## config.mk

```make
export PLATFORM = sky130hd
export DESIGN_NAME = char_lcd_parallel_writer_top
export DESIGN_NICKNAME = d
export VERILOG_FILES = /design/src/rtl/core/lcdw_pkg.sv /design/src/rtl/core/lcdw_cfg.sv /design/src/rtl/core/lcdw_seq.sv /design/src/rtl/core/char_lcd_parallel_writer_top.sv
export SDC_FILE = /design/constraint.sdc
export NUM_CORES = 1
export LEC_CHECK = 0
export BUFFER_PORTS_ARGS = -buffer_cell sky130_fd_sc_hd__buf_2
export CORE_ASPECT_RATIO = 1.4
export CORE_UTILIZATION = 25
export DETAILED_ROUTE_END_ITERATION = 12
export PLACE_DENSITY_LB_ADDON = 0.25
export SLEW_MARGIN = 40
export SYNTH_ARGS = -nofsm -noshare
export SYNTH_HDL_FRONTEND = slang
export SYNTH_SLANG_ARGS = --single-unit
```

## constraint.sdc

```tcl
create_clock -name clk -period 25.8 [get_ports clk]
set_clock_uncertainty 0.1 [all_clocks]
set_input_delay 7.74 -clock clk [delete_from_list [all_inputs] [get_ports clk]]
set_output_delay 7.74 -clock clk [all_outputs]
set_load 0.02 [all_outputs]
```

## src/rtl/core/lcdw_pkg.sv

```systemverilog
package lcdw_pkg;

  typedef enum logic [2:0] {
    PH_POWER,
    PH_SETUP,
    PH_PULSE,
    PH_HOLD,
    PH_IDLE
  } phase_t;

  typedef logic [2:0] cfg_index_t;

  localparam cfg_index_t CFG_POWER_ON_WAIT    = 3'd0;
  localparam cfg_index_t CFG_SETUP_WAIT       = 3'd1;
  localparam cfg_index_t CFG_PULSE_WIDTH      = 3'd2;
  localparam cfg_index_t CFG_SHORT_WAIT       = 3'd3;
  localparam cfg_index_t CFG_LONG_WAIT        = 3'd4;
  localparam cfg_index_t CFG_CLEAR_EXTRA_WAIT = 3'd5;

  localparam logic [15:0] RST_POWER_ON_WAIT    = 16'd15000;
  localparam logic [15:0] RST_SETUP_WAIT       = 16'd4200;
  localparam logic [7:0]  RST_PULSE_WIDTH      = 8'd2;
  localparam logic [15:0] RST_SHORT_WAIT       = 16'd100;
  localparam logic [15:0] RST_LONG_WAIT        = 16'd2000;
  localparam logic [15:0] RST_CLEAR_EXTRA_WAIT = 16'd2000;

  localparam logic [1:0] MODE_IDLE   = 2'd0;
  localparam logic [1:0] MODE_CMD    = 2'd1;
  localparam logic [1:0] MODE_CHAR   = 2'd2;
  localparam logic [1:0] MODE_CURSOR = 2'd3;

  localparam logic [2:0]  INIT_DONE       = 3'd4;
  localparam logic [2:0]  INIT_CLEAR_STEP = 3'd2;
  localparam logic [7:0]  LINE1_BASE      = 8'h40;
  localparam logic [7:0]  SET_ADDR_BIT    = 8'h80;
  localparam logic [7:0]  CMD_CLEAR       = 8'h01;
  localparam logic [7:0]  CMD_CURSOR_HOME = 8'h03;
  localparam logic [16:0] WAIT_MAX        = 17'h1FFFF;

  localparam logic [7:0] INIT_CMDS [4] = '{8'h38, 8'h0E, 8'h01, 8'h06};

  typedef struct packed {
    logic [15:0] power_on_wait;
    logic [15:0] setup_wait;
    logic [7:0]  pulse_width;
    logic [15:0] short_wait;
    logic [15:0] long_wait;
    logic [15:0] clear_extra_wait;
  } cfg_t;

  typedef struct packed {
    logic [1:0] mode;
    logic [7:0] byte_value;
    logic [5:0] column;
    logic [1:0] row;
  } item_t;

  typedef struct packed {
    logic [7:0] data_bus;
    logic       reg_select;
    logic       enable_line;
    logic       ready_res;
    logic       refused;
  } result_t;

  typedef struct packed {
    phase_t      phase;
    logic [16:0] wait_count;
    logic [2:0]  init_step;
    logic [7:0]  bus_latch;
    logic        rs_latch;
    logic        enable_latch;
  } state_t;

  function automatic logic [16:0] phase_target(state_t s, cfg_t c);
    logic [16:0] t;
    t = '0;
    unique case (s.phase)
      PH_POWER: t = {1'b0, c.power_on_wait};
      PH_SETUP: t = {1'b0, c.setup_wait};
      PH_PULSE: t = (c.pulse_width == 8'd0) ? 17'd1 : {9'd0, c.pulse_width};
      PH_HOLD: begin
        if (!s.rs_latch && s.bus_latch >= CMD_CLEAR && s.bus_latch <= CMD_CURSOR_HOME) begin
          t = {1'b0, c.long_wait};
        end else begin
          t = {1'b0, c.short_wait};
        end
        if (s.init_step == INIT_CLEAR_STEP) begin
          t = t + {1'b0, c.clear_extra_wait};
        end
      end
      default: t = '0;
    endcase
    return t;
  endfunction

  function automatic state_t start_write(state_t s, logic [7:0] b, logic rs);
    state_t r;
    r = s;
    r.bus_latch    = b;
    r.rs_latch     = rs;
    r.enable_latch = 1'b1;
    r.phase        = PH_PULSE;
    r.wait_count   = '0;
    return r;
  endfunction

  function automatic state_t end_phase(state_t s);
    state_t r;
    logic [2:0] step;
    r = s;
    step = s.init_step + 3'd1;
    unique case (s.phase)
      PH_POWER: begin
        r.phase      = PH_SETUP;
        r.wait_count = '0;
      end
      PH_SETUP: begin
        r.init_step = '0;
        r = start_write(r, INIT_CMDS[0], 1'b0);
      end
      PH_PULSE: begin
        r.enable_latch = 1'b0;
        r.phase        = PH_HOLD;
        r.wait_count   = '0;
      end
      PH_HOLD: begin
        r.rs_latch   = 1'b0;
        r.wait_count = '0;
        r.phase      = PH_IDLE;
        if (s.init_step < INIT_DONE) begin
          r.init_step = step;
          if (step < INIT_DONE) begin
            r = start_write(r, INIT_CMDS[step[1:0]], 1'b0);
          end
        end
      end
      default: begin
        r.phase      = PH_IDLE;
        r.wait_count = '0;
      end
    endcase
    return r;
  endfunction

endpackage

```

## src/rtl/core/lcdw_cfg.sv

```systemverilog
module lcdw_cfg (
  input  logic                clk,
  input  logic                rst,
  input  logic                cfg_valid,
  input  lcdw_pkg::cfg_index_t cfg_index,
  input  logic [15:0]         cfg_data,
  output lcdw_pkg::cfg_t      cfg
);
  import lcdw_pkg::*;

  always_ff @(posedge clk) begin
    if (rst) begin
      cfg.power_on_wait    <= RST_POWER_ON_WAIT;
      cfg.setup_wait       <= RST_SETUP_WAIT;
      cfg.pulse_width      <= RST_PULSE_WIDTH;
      cfg.short_wait       <= RST_SHORT_WAIT;
      cfg.long_wait        <= RST_LONG_WAIT;
      cfg.clear_extra_wait <= RST_CLEAR_EXTRA_WAIT;
    end else if (cfg_valid) begin
      unique case (cfg_index)
        CFG_POWER_ON_WAIT:    cfg.power_on_wait    <= cfg_data;
        CFG_SETUP_WAIT:       cfg.setup_wait       <= cfg_data;
        CFG_PULSE_WIDTH:      cfg.pulse_width      <= cfg_data[7:0];
        CFG_SHORT_WAIT:       cfg.short_wait       <= cfg_data;
        CFG_LONG_WAIT:        cfg.long_wait        <= cfg_data;
        CFG_CLEAR_EXTRA_WAIT: cfg.clear_extra_wait <= cfg_data;
        default: ;
      endcase
    end
  end

endmodule

```

## src/rtl/core/lcdw_seq.sv

```systemverilog
module lcdw_seq (
  input  logic              clk,
  input  logic              rst,
  input  logic              process,
  input  lcdw_pkg::item_t   item,
  input  lcdw_pkg::cfg_t    cfg,
  output lcdw_pkg::result_t result
);
  import lcdw_pkg::*;

  state_t state;
  state_t state_next;
  state_t settled;
  state_t stepped;
  state_t advanced;
  logic   ready;

  // End every phase that is due; two passes cover the longest chain of zero waits.
  function automatic state_t catch_up(state_t s, cfg_t c);
    state_t r;
    r = s;
    for (int i = 0; i < 2; i++) begin
      if (r.phase != PH_IDLE && r.wait_count >= phase_target(r, c)) begin
        r = end_phase(r);
      end
    end
    return r;
  endfunction

  // Catch up on any phase ends that are due under the current timing.
  always_comb begin
    settled = catch_up(state, cfg);
  end

  always_comb begin
    logic [7:0] base;
    base    = (item.row == 2'd1) ? LINE1_BASE : 8'h00;
    ready   = (settled.phase == PH_IDLE);
    stepped = settled;
    if (ready) begin
      case (item.mode)
        MODE_CMD:    stepped = start_write(settled, item.byte_value, 1'b0);
        MODE_CHAR:   stepped = start_write(settled, item.byte_value, 1'b1);
        MODE_CURSOR: stepped = start_write(settled,
                                           SET_ADDR_BIT | (base + {2'b00, item.column}), 1'b0);
        default: ;
      endcase
    end
  end

  // Count the tick, then close the phases it finishes; hold the state between ticks.
  always_comb begin
    advanced = stepped;
    if (stepped.phase != PH_IDLE && stepped.wait_count != WAIT_MAX) begin
      advanced.wait_count = stepped.wait_count + 17'd1;
    end
    state_next = state;
    if (process) begin
      state_next = catch_up(advanced, cfg);
    end
  end

  always_comb begin
    result.data_bus    = stepped.bus_latch;
    result.reg_select  = stepped.rs_latch;
    result.enable_line = stepped.enable_latch;
    result.ready_res   = ready;
    result.refused     = (item.mode != MODE_IDLE) && !ready;
  end

  always_ff @(posedge clk) begin
    if (rst) begin
      state.phase        <= PH_POWER;
      state.wait_count   <= '0;
      state.init_step    <= '0;
      state.bus_latch    <= '0;
      state.rs_latch     <= 1'b0;
      state.enable_latch <= 1'b0;
    end else begin
      state <= state_next;
    end
  end

endmodule

```

## src/rtl/core/char_lcd_parallel_writer_top.sv

```systemverilog
// Character LCD write sequencer for an 8-bit parallel bus (RS, E, D7..D0; RW tied low).
//
// Input channel (in_valid / in_stall): one transaction per 1 us tick of the timing base.
//   mode 0 is an idle tick, 1 sends byte_value as a command, 2 sends it as a character,
//   3 moves the cursor to (row, column); row 1 picks the second line, any other row the
//   first. A request that comes during power-up, the setup wait, a write or its hold
//   is dropped and flagged in refused.
// Output channel (out_valid / out_stall): one transaction per input tick carrying the
//   bus levels for that tick plus ready_res and refused.
// Config channel (cfg_valid / cfg_ready): cfg_ready is always high; cfg_index selects
//   one of the six timing registers, unknown indexes are ignored. Write only while no
//   tick is in flight.
// Path: a tick accepted into the input register is processed into the result register
//   and shows on the output from then on. Throughput: one tick per cycle while out_stall
//   is low, set by the single pass through the phase sequencer between the two registers.
// Reset: timing registers take their defaults and the sequencer starts the power-up
//   wait, then the setup wait and the four init commands, all counted in input ticks.
// Stall: while out_stall holds a result, one more tick waits in the input register,
//   then in_stall rises until the output drains. Time only advances with ticks.
module char_lcd_parallel_writer_top (
  input  logic                 clk,
  input  logic                 rst,
  input  logic                 in_valid,
  output logic                 in_stall,
  input  logic [1:0]           mode,
  input  logic [7:0]           byte_value,
  input  logic [5:0]           column,
  input  logic [1:0]           row,
  output logic                 out_valid,
  input  logic                 out_stall,
  output logic [7:0]           data_bus,
  output logic                 reg_select,
  output logic                 enable_line,
  output logic                 ready_res,
  output logic                 refused,
  input  logic                 cfg_valid,
  output logic                 cfg_ready,
  input  lcdw_pkg::cfg_index_t cfg_index,
  input  logic [15:0]          cfg_data
);
  import lcdw_pkg::*;

  cfg_t    cfg;
  item_t   in_q;
  logic    in_full;
  logic    process;
  logic    in_accept;
  result_t result;

  assign cfg_ready = 1'b1;

  // Process the held tick whenever the output register is free or being drained.
  assign process   = in_full && (!out_valid || !out_stall);
  assign in_stall  = in_full && !process;
  assign in_accept = in_valid && !in_stall;

  lcdw_cfg u_cfg (
    .clk       (clk),
    .rst       (rst),
    .cfg_valid (cfg_valid && cfg_ready),
    .cfg_index (cfg_index),
    .cfg_data  (cfg_data),
    .cfg       (cfg)
  );

  lcdw_seq u_seq (
    .clk     (clk),
    .rst     (rst),
    .process (process),
    .item    (in_q),
    .cfg     (cfg),
    .result  (result)
  );

  // Input register: hold the tick until the sequencer takes it.
  always_ff @(posedge clk) begin
    if (rst) begin
      in_full <= 1'b0;
    end else if (in_accept) begin
      in_full <= 1'b1;
    end else if (process) begin
      in_full <= 1'b0;
    end
  end

  always_ff @(posedge clk) begin
    if (in_accept) begin
      in_q.mode       <= mode;
      in_q.byte_value <= byte_value;
      in_q.column     <= column;
      in_q.row        <= row;
    end
  end

  // Result register: load on process, drop once the receiver takes it.
  always_ff @(posedge clk) begin
    if (rst) begin
      out_valid <= 1'b0;
    end else if (process) begin
      out_valid <= 1'b1;
    end else if (!out_stall) begin
      out_valid <= 1'b0;
    end
  end

  always_ff @(posedge clk) begin
    if (process) begin
      data_bus    <= result.data_bus;
      reg_select  <= result.reg_select;
      enable_line <= result.enable_line;
      ready_res   <= result.ready_res;
      refused     <= result.refused;
    end
  end

  // A tick is either taken while idle or refused, never both.
  a_ready_refused: assert property (@(posedge clk) disable iff (rst)
    out_valid |-> !(ready_res && refused))
    else $error("ready_res and refused both set");

  // A processed tick always lands in the result register.
  a_process_loads: assert property (@(posedge clk) disable iff (rst)
    process |=> out_valid)
    else $error("processed tick did not reach output");

  // A stalled, full output must back-pressure a held input tick.
  a_backpressure: assert property (@(posedge clk) disable iff (rst)
    (out_valid && out_stall && in_full) |-> in_stall)
    else $error("input not stalled while output blocked");

  // An empty input register never stalls the sender.
  a_empty_no_stall: assert property (@(posedge clk) disable iff (rst)
    !in_full |-> !in_stall)
    else $error("stall raised with empty input register");

endmodule

```

==> results of run 1 <==
-- sequential cells by signal, indices dropped and copies added (netlist names) --
register and count:
u_seq.state 33, data_bus 8, out_valid 1, refused 1, ready_res 1, in_q 18
reg_select 1, in_full 1, enable_line 1, u_cfg.cfg 88
-- power by group --
| part | internal (mW) | switching [mW] |
|---|---|---|
| clock | 0.155 | 0.124 |
| sequential | 0.252 | 0.0108 |
| combinational | 0.0937 | 0.140 |
-- cells by family (layout without fill, tap and decap cells) --
family | count (synthesis) | after routing | share of synthesized area
adder cells (fa/ha/maj) | 162 | 162 | 0.1376
buffers and inverters | 159 | 308 | 0.04410
AO/OA/AOI/OAI | 570 | 570 | 0.2525
multiplexers | 126 | 126 | 0.09338
other | 1 | 1 | 0.0002508
flip-flops | 153 | 153 | 0.2249
AND/OR/NAND/NOR | 671 | 671 | 0.2080
XOR/XNOR | 67 | 67 | 0.03924
-- timing repair --
| action | CTS | global route |
|---|---|---|
| setup buffers | 0 | 0 |
| pin swaps | 0 | 10 |
| resized for setup | 2 | 58 |
| setup endpoints to repair | 31 | 33 |
-- layer usage --
layer  wire, microns  vias up  part of all wire
met2           33190      482              0.49
met5               0        -                 0
met3            3029      144             0.045
li1                -     7312                 -
met1           27180     7522              0.40
met4            3925        0             0.058
-- path summary, 6_finish.rpt --
kind             startpoint              end  cells past startpoint
max          u_seq.state[6]  u_seq.state[10]                    120
max reg2reg  u_seq.state[6]  u_seq.state[10]                    120
min reg2reg   u_cfg.cfg[48]    u_cfg.cfg[48]                      2
min           u_cfg.cfg[48]    u_cfg.cfg[48]                      2
-- layout by cell type, fill, tap and decap left out, types with 10 or more instances in the layout --
master,count
and3_1,11
buf_2,54
a222oi_1,12
o21a_1,14
o21ai_0,64
inv_1,59
buf_4,158
xnor2_1,43
nand3b_1,29
nor3_1,41
a22oi_1,37
o22ai_1,23
clkbuf_16,18
a21oi_2,17
mux2_2,67
a211oi_1,15
mux2i_1,48
xor2_1,24
mux2_4,10
o211ai_1,15
dfxtp_1,123
ha_1,158
nand4_1,24
nand2_1,309
nor2b_1,19
nor2_1,121
and2_1,25
a21o_1,23
edfxtp_1,30
a21oi_1,189
a311oi_1,14
o21bai_1,23
a31oi_1,10
nand3_1,25
-- layout make-up --
type | count | area [sq um] | share of cell area
Multi-Input combinational cell | 1597 | 11240 | 0.6273
Clock buffer | 19 | 464.2 | 0.02590
Clock inverter | 13 | 168.9 | 0.009425
Sequential cell | 153 | 3363 | 0.1877
Timing Repair Buffer | 215 | 1516 | 0.08461
Inverter | 61 | 229.0 | 0.01278
Tap cell | 749 | 937.1 | 0.05229
-- critical path: cells and delay by family (launching register included) --
| family | cells | cell delay (ns) |
|---|---|---|
| XOR/XNOR | 4 | 0.60 |
| multiplexers | 4 | 1.39 |
| flip-flops | 1 | 0.47 |
| buffers and inverters | 12 | 2.01 |
| AND/OR/NAND/NOR | 23 | 4.55 |
| adder cells (fa/ha/maj) | 10 | 2.78 |
| AO/OA/AOI/OAI | 67 | 12.48 |
==> run metrics, run 1 <==
outcome=completed; Via density=between 5 and 6; final instance area=around 18000 sq um; Mapped Area=14950 sq um; detailed-route DRC error count=0; PwrDens=43.24 nW/um^2; dpl cell area=17070 sq um; final total power=774.9 uW; GRT met1 Usage=0.2499; Commonest cells post-synth=311 x nand2_1, 206 x a21oi_1, 158 x ha_1; vias=15460; antenna cells=0; port bufs=between 50 and 60; Initial Util=0.2541; cell with the most instances after synthesis=nand2_1; final std cells w/o fill=2807; startpoint types=register; core box area=58860 sq um; post-synth top area share=0.1647; First-pass DRT Iterations=6; gpl congestion=0.9468; Net count, final=2249; post-route ant nets=0; Req. time, crit path=~26 ns; Most used DFF post-synth=dfxtp_1; # rows=105; Fin Setup TNS=0 ns; worst-margin pin slew=0.9010 ns; worst-skew pair later-pin latency=roughly 0.5 ns; ys async rst share=0; library cells used by synthesis=roughly 90; die width=208.7 microns; maxcap violations=0; Slowest-stage cell, CP=or4_1; Rel. slew slack=0.3971; area leader, netlist=dfxtp_1; Post-Place Setup Slack=-0.09286 ns; critical path class=register to register; CTS Root Cell=clkbuf_16; M2 GR Usage=0.3842; global-route usage over all layers=0.2190; Clock Sinks=around 150; grt total ovfl=0; TritonCTS clock tree=built; Largest stage delay, worst path=0.51 ns; largest net degree at the start of global routing=76; reg2reg setup slack=~1.3 ns; Chip Height=between 200 and 300 microns; Hold Vio Cnt, Final=0; clock slew at reported path FFs=about 0.07 ns; number of synthesized flops with an enable pin=30; placed insts=2775; Pleak=roughly 7.4 nW; hpwl dp=53940 microns; post-synth net total=2113; Detailed Route Iter0 Violations=1142; first-pass GRT wire length=roughly 98000 microns; register bit total from synthesis=approximately 150; gr busiest metal=met2; Die ar.=60810 sq um; Slew Limit Fails=0; Worst VDD drop=0.03004 mV; sequential area share after synthesis=0.2249; post-route worst setup slack=1.271 ns; antenna violations before repair=1; Ports=57; Ys Warns=0; WHS=about 0.37 ns; number of global-route vias before repair=between 15000 and 20000; Num CTS Buffers=17; highest clock rate=slightly above 40 MHz; syn_area_per_cell=7.833 sq um; hold buffers post-CTS=0; share of cells above drive strength 1=0.1987; wire length per cell=23.98 microns; H-tree depth=4; Critical Path Fanout Max=9; final count of negative-setup-slack endpoints=0; Tcrit/Tclk final=0.9507; Hold/Removal Path Class=register to register; Util after Layout=0.3045; CTS Buffer Depth=2; Synth area leaders=dfxtp_1 16%, ha_1 13%, nand2_1 7.8%, a21oi_1 6.9%, edfxtp_1 6.0%; GR Util met3=0.03420; Final min period=24.53 ns; Post-Syn Instances=roughly 1900; number of fill cells in the layout=approximately 6300; critical path endpoint category=register; P&R area growth vs syn=19.86%; crit path DAT=24.83 ns; CP most frequent cell=a21oi_1; total wire length=67320 microns
(Power assumes the default switching activity.)
==> run 2, diff against run 1 <==
REMOVE_ABC_BUFFERS = 1   (was not set)
==> run 2 against run 1 <==
Sequential share of layout area up 0.15 points. Utilization down 0.24 points. Via count down 0.39%. Design area down 0.78%. Maximum frequency down 0.19%. Flip-flop and latch count unchanged. Die area unchanged. Wire length up 2.9%. Setup slack worse by 0.047 ns. Critical path type unchanged. Largest power group unchanged.
==> run metrics, run 2 (synthesis gave the netlist of run 1 again) <==
Top reg by flops=u_cfg.cfg; RR Startpoint=u_seq.state[7]; grt total ovfl=0; outcome=completed; Pleak=7.311 nW; Worst VDD drop=slightly below 0.05 mV; Clock Sinks=153; largest net degree at the start of global routing=65; # rows=105; hpwl dp=about 56000 microns; Final min period=24.58 ns; Ports=57; top flop regs=u_cfg.cfg x88, u_seq.state x33, in_q x18; critical path class=register to register; Detailed Route Iter0 Violations=1095; Hold/Removal Path Class=register to register; Via density=5.519; Num CTS Buffers=17; crit path DAT=24.88 ns; critical path endpoint category=register; Net count, final=2232; wire length per cell=24.82 microns; Worst Hold Depth=2; antenna violations before repair=0; antenna cells=0; Largest stage delay, worst path=0.54 ns; startpoint types=register; reg2reg setup slack=1.22 ns; number of fill cells in the layout=6315; first-pass GRT wire length=between 100000 and 150000 microns; vias=15400; die width=between 200 and 250 microns; P&R area growth vs syn=18.92%; clock slew at reported path FFs=around 0.080 ns; Rel. slew slack=0.3497; Critical Path Fanout Max=17; post-route ant nets=0; Hold Path End=u_cfg.cfg[48]; First-pass DRT Iterations=5; Hold Vio Cnt, Final=0; commonest cells after routing, fill and taps aside=307 x nand2_1, 189 x a21oi_1, 158 x ha_1, 141 x buf_4, 123 x dfxtp_1; CTS Root Cell=clkbuf_16; detailed-route DRC error count=0; reg2reg end=u_seq.state[27]; total wire length=69250 microns; max reg flops=88; HP Start=u_cfg.cfg[48]; Slew Limit Fails=0; CTS Buffer Depth=2; maxcap violations=0; WHS=approximately 0.37 ns; Initial Util=0.2541; Fin Setup TNS=0 ns; Chip Height=291.4 microns; highest clock rate=40.69 MHz; PwrDens=42.92 nW/um^2; Die ar.=60810 sq um; TritonCTS clock tree=built; global-route usage over all layers=0.2278; worst-skew pair later-pin latency=0.49 ns; final count of negative-setup-slack endpoints=0; core box area=between 50000 and 60000 sq um; share of cells above drive strength 1=0.1950; final std cells w/o fill=2790; port bufs=55; Slowest-stage cell, CP=or4_1; worst-margin pin slew=0.9653 ns; R2R depth=119; H-tree depth=4; Req. time, crit path=26.11 ns; Tcrit/Tclk final=0.9525; placed insts=2757; gpl congestion=0.9981; most common cell after layout, fill and taps aside=nand2_1; number of global-route vias before repair=15470
[run 2: cell types whose count changed in the layout (fill, tap and decap cells not counted), moves of 3 or more]
| cell | delta |
|---|---|
| inv_6 | -3 |
| buf_4 | -17 |
| o21ai_1 | +3 |
| clkinv_8 | +4 |
[run 2: cell type report]
type / instances / area (sq um) / share of cell area
flip-flops and latches: 153 / 3363 / 0.1891
well taps: 749 / 937.1 / 0.05270
clock buffers: 17 / 425.4 / 0.02392
inverters: 61 / 229.0 / 0.01288
repair buffers: 198 / 1375 / 0.07733
clock inverters: 15 / 200.2 / 0.01126
multi-input cells: 1597 / 11250 / 0.6328
[run 2: worst max-delay path, delay by kind of cell (launching register included)]
family | cells | cell delay (ns)
flops | 1 | 0.44
fa+ha+maj | 11 | 3.44
mux | 6 | 1.82
simple gates | 24 | 4.27
xor+xnor | 3 | 0.47
compound gates | 65 | 11.99
buf+inv | 10 | 1.90
[run 2: power by group]
group / switching, mW / internal, mW / total (mW) / leakage, nW
sequential: 0.0114 / 0.252 / 0.263 / 1.29
combinational: 0.140 / 0.0906 / 0.231 / 5.72
clock: 0.129 / 0.140 / 0.269 / 0.304
[run 2: per-stage QoR]
step                total power [mW]  cell area (sq um)  worst slack, ns    util
floorplan                     0.3945              14520          -0.3977       -
global placement              0.4884              16870           0.1993  0.2866
detailed placement            0.4906              16910         -0.08708  0.2873
CTS                           0.7623              17550          0.09171  0.2981
global route                  0.7959              17780         -0.05712  0.3021
finish                        0.7632              17780            1.225  0.3021
[run 2: repair_timing]
| action | CTS | global route |
|---|---|---|
| buffers inserted | 0 | 1 |
| hold buffers | 0 | 0 |
| setup endpoints to repair | 29 | 33 |
| gates resized for setup | 2 | 62 |
| pin swaps | 0 | 9 |
[run 2: layer usage]
layer / vias up / GRT usage / wire (microns)
met5: - / 0 / 0
met4: 0 / 0.1761 / 5781
met3: 193 / 0.03377 / 2880
met2: 509 / 0.4166 / 35540
met1: 7424 / 0.2310 / 25060
li1: 7273 / - / -
[run 2: worst max-delay path by stage]
stage                         from              end  depth (start not counted)
CTS                 u_seq.state[7]  u_seq.state[27]                        117
floorplan           u_seq.state[2]  u_seq.state[25]                        107
global placement    u_seq.state[6]  u_seq.state[27]                        116
finish              u_seq.state[7]  u_seq.state[27]                        119
detailed placement  u_seq.state[6]  u_seq.state[27]                        117
global route        u_seq.state[4]  u_seq.state[27]                        119
==> run 3, diff against run 2 <==
PLACE_DENSITY = 0.4   (was not set)
PLACE_DENSITY_LB_ADDON = not set   (was 0.25)
clock period = 27.4 ns   (was 25.8 ns; I/O delays follow)
==> run 3 against run 2 <==
Global-route usage is 0.66 points higher. Combinational power is 8% lower. Utilization is 0.91 points lower. Maximum frequency is 4.9% lower. First-iteration DRC count is 3.5% lower. Non-clock buffer count is 56 lower. Wire length is 3.4% higher. Final cell count is 2.0% lower. Count of clock-buffer cells in the layout is 1 higher. Design area is 3.0% lower. Clock power hardly changed. Largest cell class unchanged. Largest power group unchanged.
==> run metrics, run 3 (synthesis gave the netlist of run 1 again) <==
outcome=completed; R2R depth=between 100 and 150; Critical Path Fanout Max=15; H-tree depth=4; largest net degree at the start of global routing=90; register area=3363 sq um; top flop regs=u_cfg.cfg x88, u_seq.state x33, in_q x18; max reg flops=88; first-pass GRT wire length=103700 microns; wire length per cell=26.18 microns; vias=15170; Via density=5.549; grt total ovfl=0; critical path class=register to register; share of cells above drive strength 1=0.1622; Clock Sinks=153; area of the multi-input gates=~11000 sq um; most common cell after layout, fill and taps aside=nand2_1; number of fill cells in the layout=6337; critical path endpoint category=register; worst-skew pair later-pin latency=0.51 ns; final instance area=17250 sq um; Slew Limit Fails=0; final count of negative-setup-slack endpoints=0; antenna cells=0; Tcrit/Tclk final=0.9427; Ports=57; maxcap violations=0; clock slew at reported path FFs=0.07 ns; commonest cells after routing, fill and taps aside=309 x nand2_1, 195 x a21oi_1, 158 x ha_1, 123 x nor2_1, 123 x dfxtp_1; dpl cell area=16470 sq um; crit path DAT=between 20 and 30 ns; CP most frequent cell=a21oi_1; Hold Vio Cnt, Final=0; Num CTS Buffers=17; number of global-route vias before repair=14980; CTS Root Cell=clkbuf_16; startpoint types=register; TritonCTS clock tree=built; CTS Buffer Depth=2; detailed-route DRC error count=0; # rows=between 100 and 150; Top reg by flops=u_cfg.cfg; P&R area growth vs syn=15.35%; First-pass DRT Iterations=7; global-route usage over all layers=0.2344; Worst VDD drop=roughly 0.055 mV; highest clock rate=38.71 MHz; hpwl dp=55990 microns; total wire length=approximately 70000 microns; Detailed Route Iter0 Violations=1057; die width=approximately 210 microns; Initial Util=0.2541; worst-margin pin slew=0.9783 ns; Worst Hold Depth=2; WHS=~0.38 ns; Slowest-stage cell, CP=a211oi_1; core box area=58860 sq um; Req. time, crit path=27.69 ns; gpl congestion=0.9720; Hold/Removal Path Class=register to register; antenna violations before repair=0; PwrDens=42.06 nW/um^2; Die ar.=slightly above 60000 sq um; Net count, final=2176; port bufs=55; Chip Height=around 290 microns; Largest stage delay, worst path=just under 0.5 ns; Pleak=7.006 nW; Rel. slew slack=0.3409; Final min period=around 26 ns; post-route ant nets=0
==> run 3: changes by cell type in the layout (fill, tap and decap cells not counted), sizes merged <==
| cell | change |
|---|---|
| buf | -56 |
| bufinv | +1 |
| clkbuf | +1 |
| clkinv | -4 |
| clkinvlp | +2 |
==> run 3: metal layers <==
layer / part of all wire / track usage / vias up
li1: - / - / 7156
met1: 0.38 / 0.2536 / 7386
met2: 0.52 / 0.4360 / 476
met3: 0.037 / 0.02374 / 153
met4: 0.059 / 0.1399 / 0
met5: 0 / 0 / -
==> run 3: repair_timing <==
item | in CTS | in global routing
buffers inserted | 0 | 4
hold buffers | 0 | 0
endpoints found under the setup margin | 0 | 33
resized for setup | 0 | 30
==> run 3: metrics by stage <==
stage	util	instances	setup TNS, ns	setup WS (ns)	total power, mW
6_report	0.2930	2734	0	1.569	0.7254
5_1_grt	0.2930	2734	-0.02128	-0.02128	0.7528
4_1_cts	0.2905	2730	0	0.6159	0.7266
3_3_place_gp	0.2791	2698	0	0.8564	0.4564
3_5_place_dp	0.2798	2698	0	0.7554	0.4574
2_1_floorplan	-	1811	0	1.202	0.3715
==> run 3: critical path, delay by kind of cell (launching register included) <==
| kind | cells | cell delay (ns) |
|---|---|---|
| XOR/XNOR | 3 | 0.35 |
| AND/OR/NAND/NOR | 25 | 4.60 |
| AO/OA/AOI/OAI | 62 | 13.45 |
| flip-flops | 1 | 0.41 |
| adder cells (fa/ha/maj) | 9 | 2.83 |
| multiplexers | 5 | 1.70 |
| buffers and inverters | 11 | 2.26 |
==> run 3: area by class of cell <==
cell class | instances | share of cell area
Clock inverter | 14 | 0.01030
Tap cell | 749 | 0.05433
Inverter | 61 | 0.01328
Sequential cell | 153 | 0.1950
Timing Repair Buffer | 142 | 0.05513
Clock buffer | 18 | 0.02612
Multi-Input combinational cell | 1597 | 0.6458
==> run 3: final timing paths <==
path / from / to / slack, ns
min reg2reg: u_cfg.cfg[48] / u_cfg.cfg[48] / 0.38
max reg2reg: u_seq.state[9] / u_seq.state[10] / 1.57
max: u_seq.state[9] / u_seq.state[10] / 1.57
min: u_cfg.cfg[48] / u_cfg.cfg[48] / 0.38
==> run 3: power breakdown <==
part	switching [mW]	leakage [nW]	internal [mW]	total, mW
logic	0.134	5.42	0.0784	0.212
registers	0.0100	1.29	0.237	0.247
clock network	0.123	0.301	0.143	0.266
total	0.267	7.01	0.459	0.725
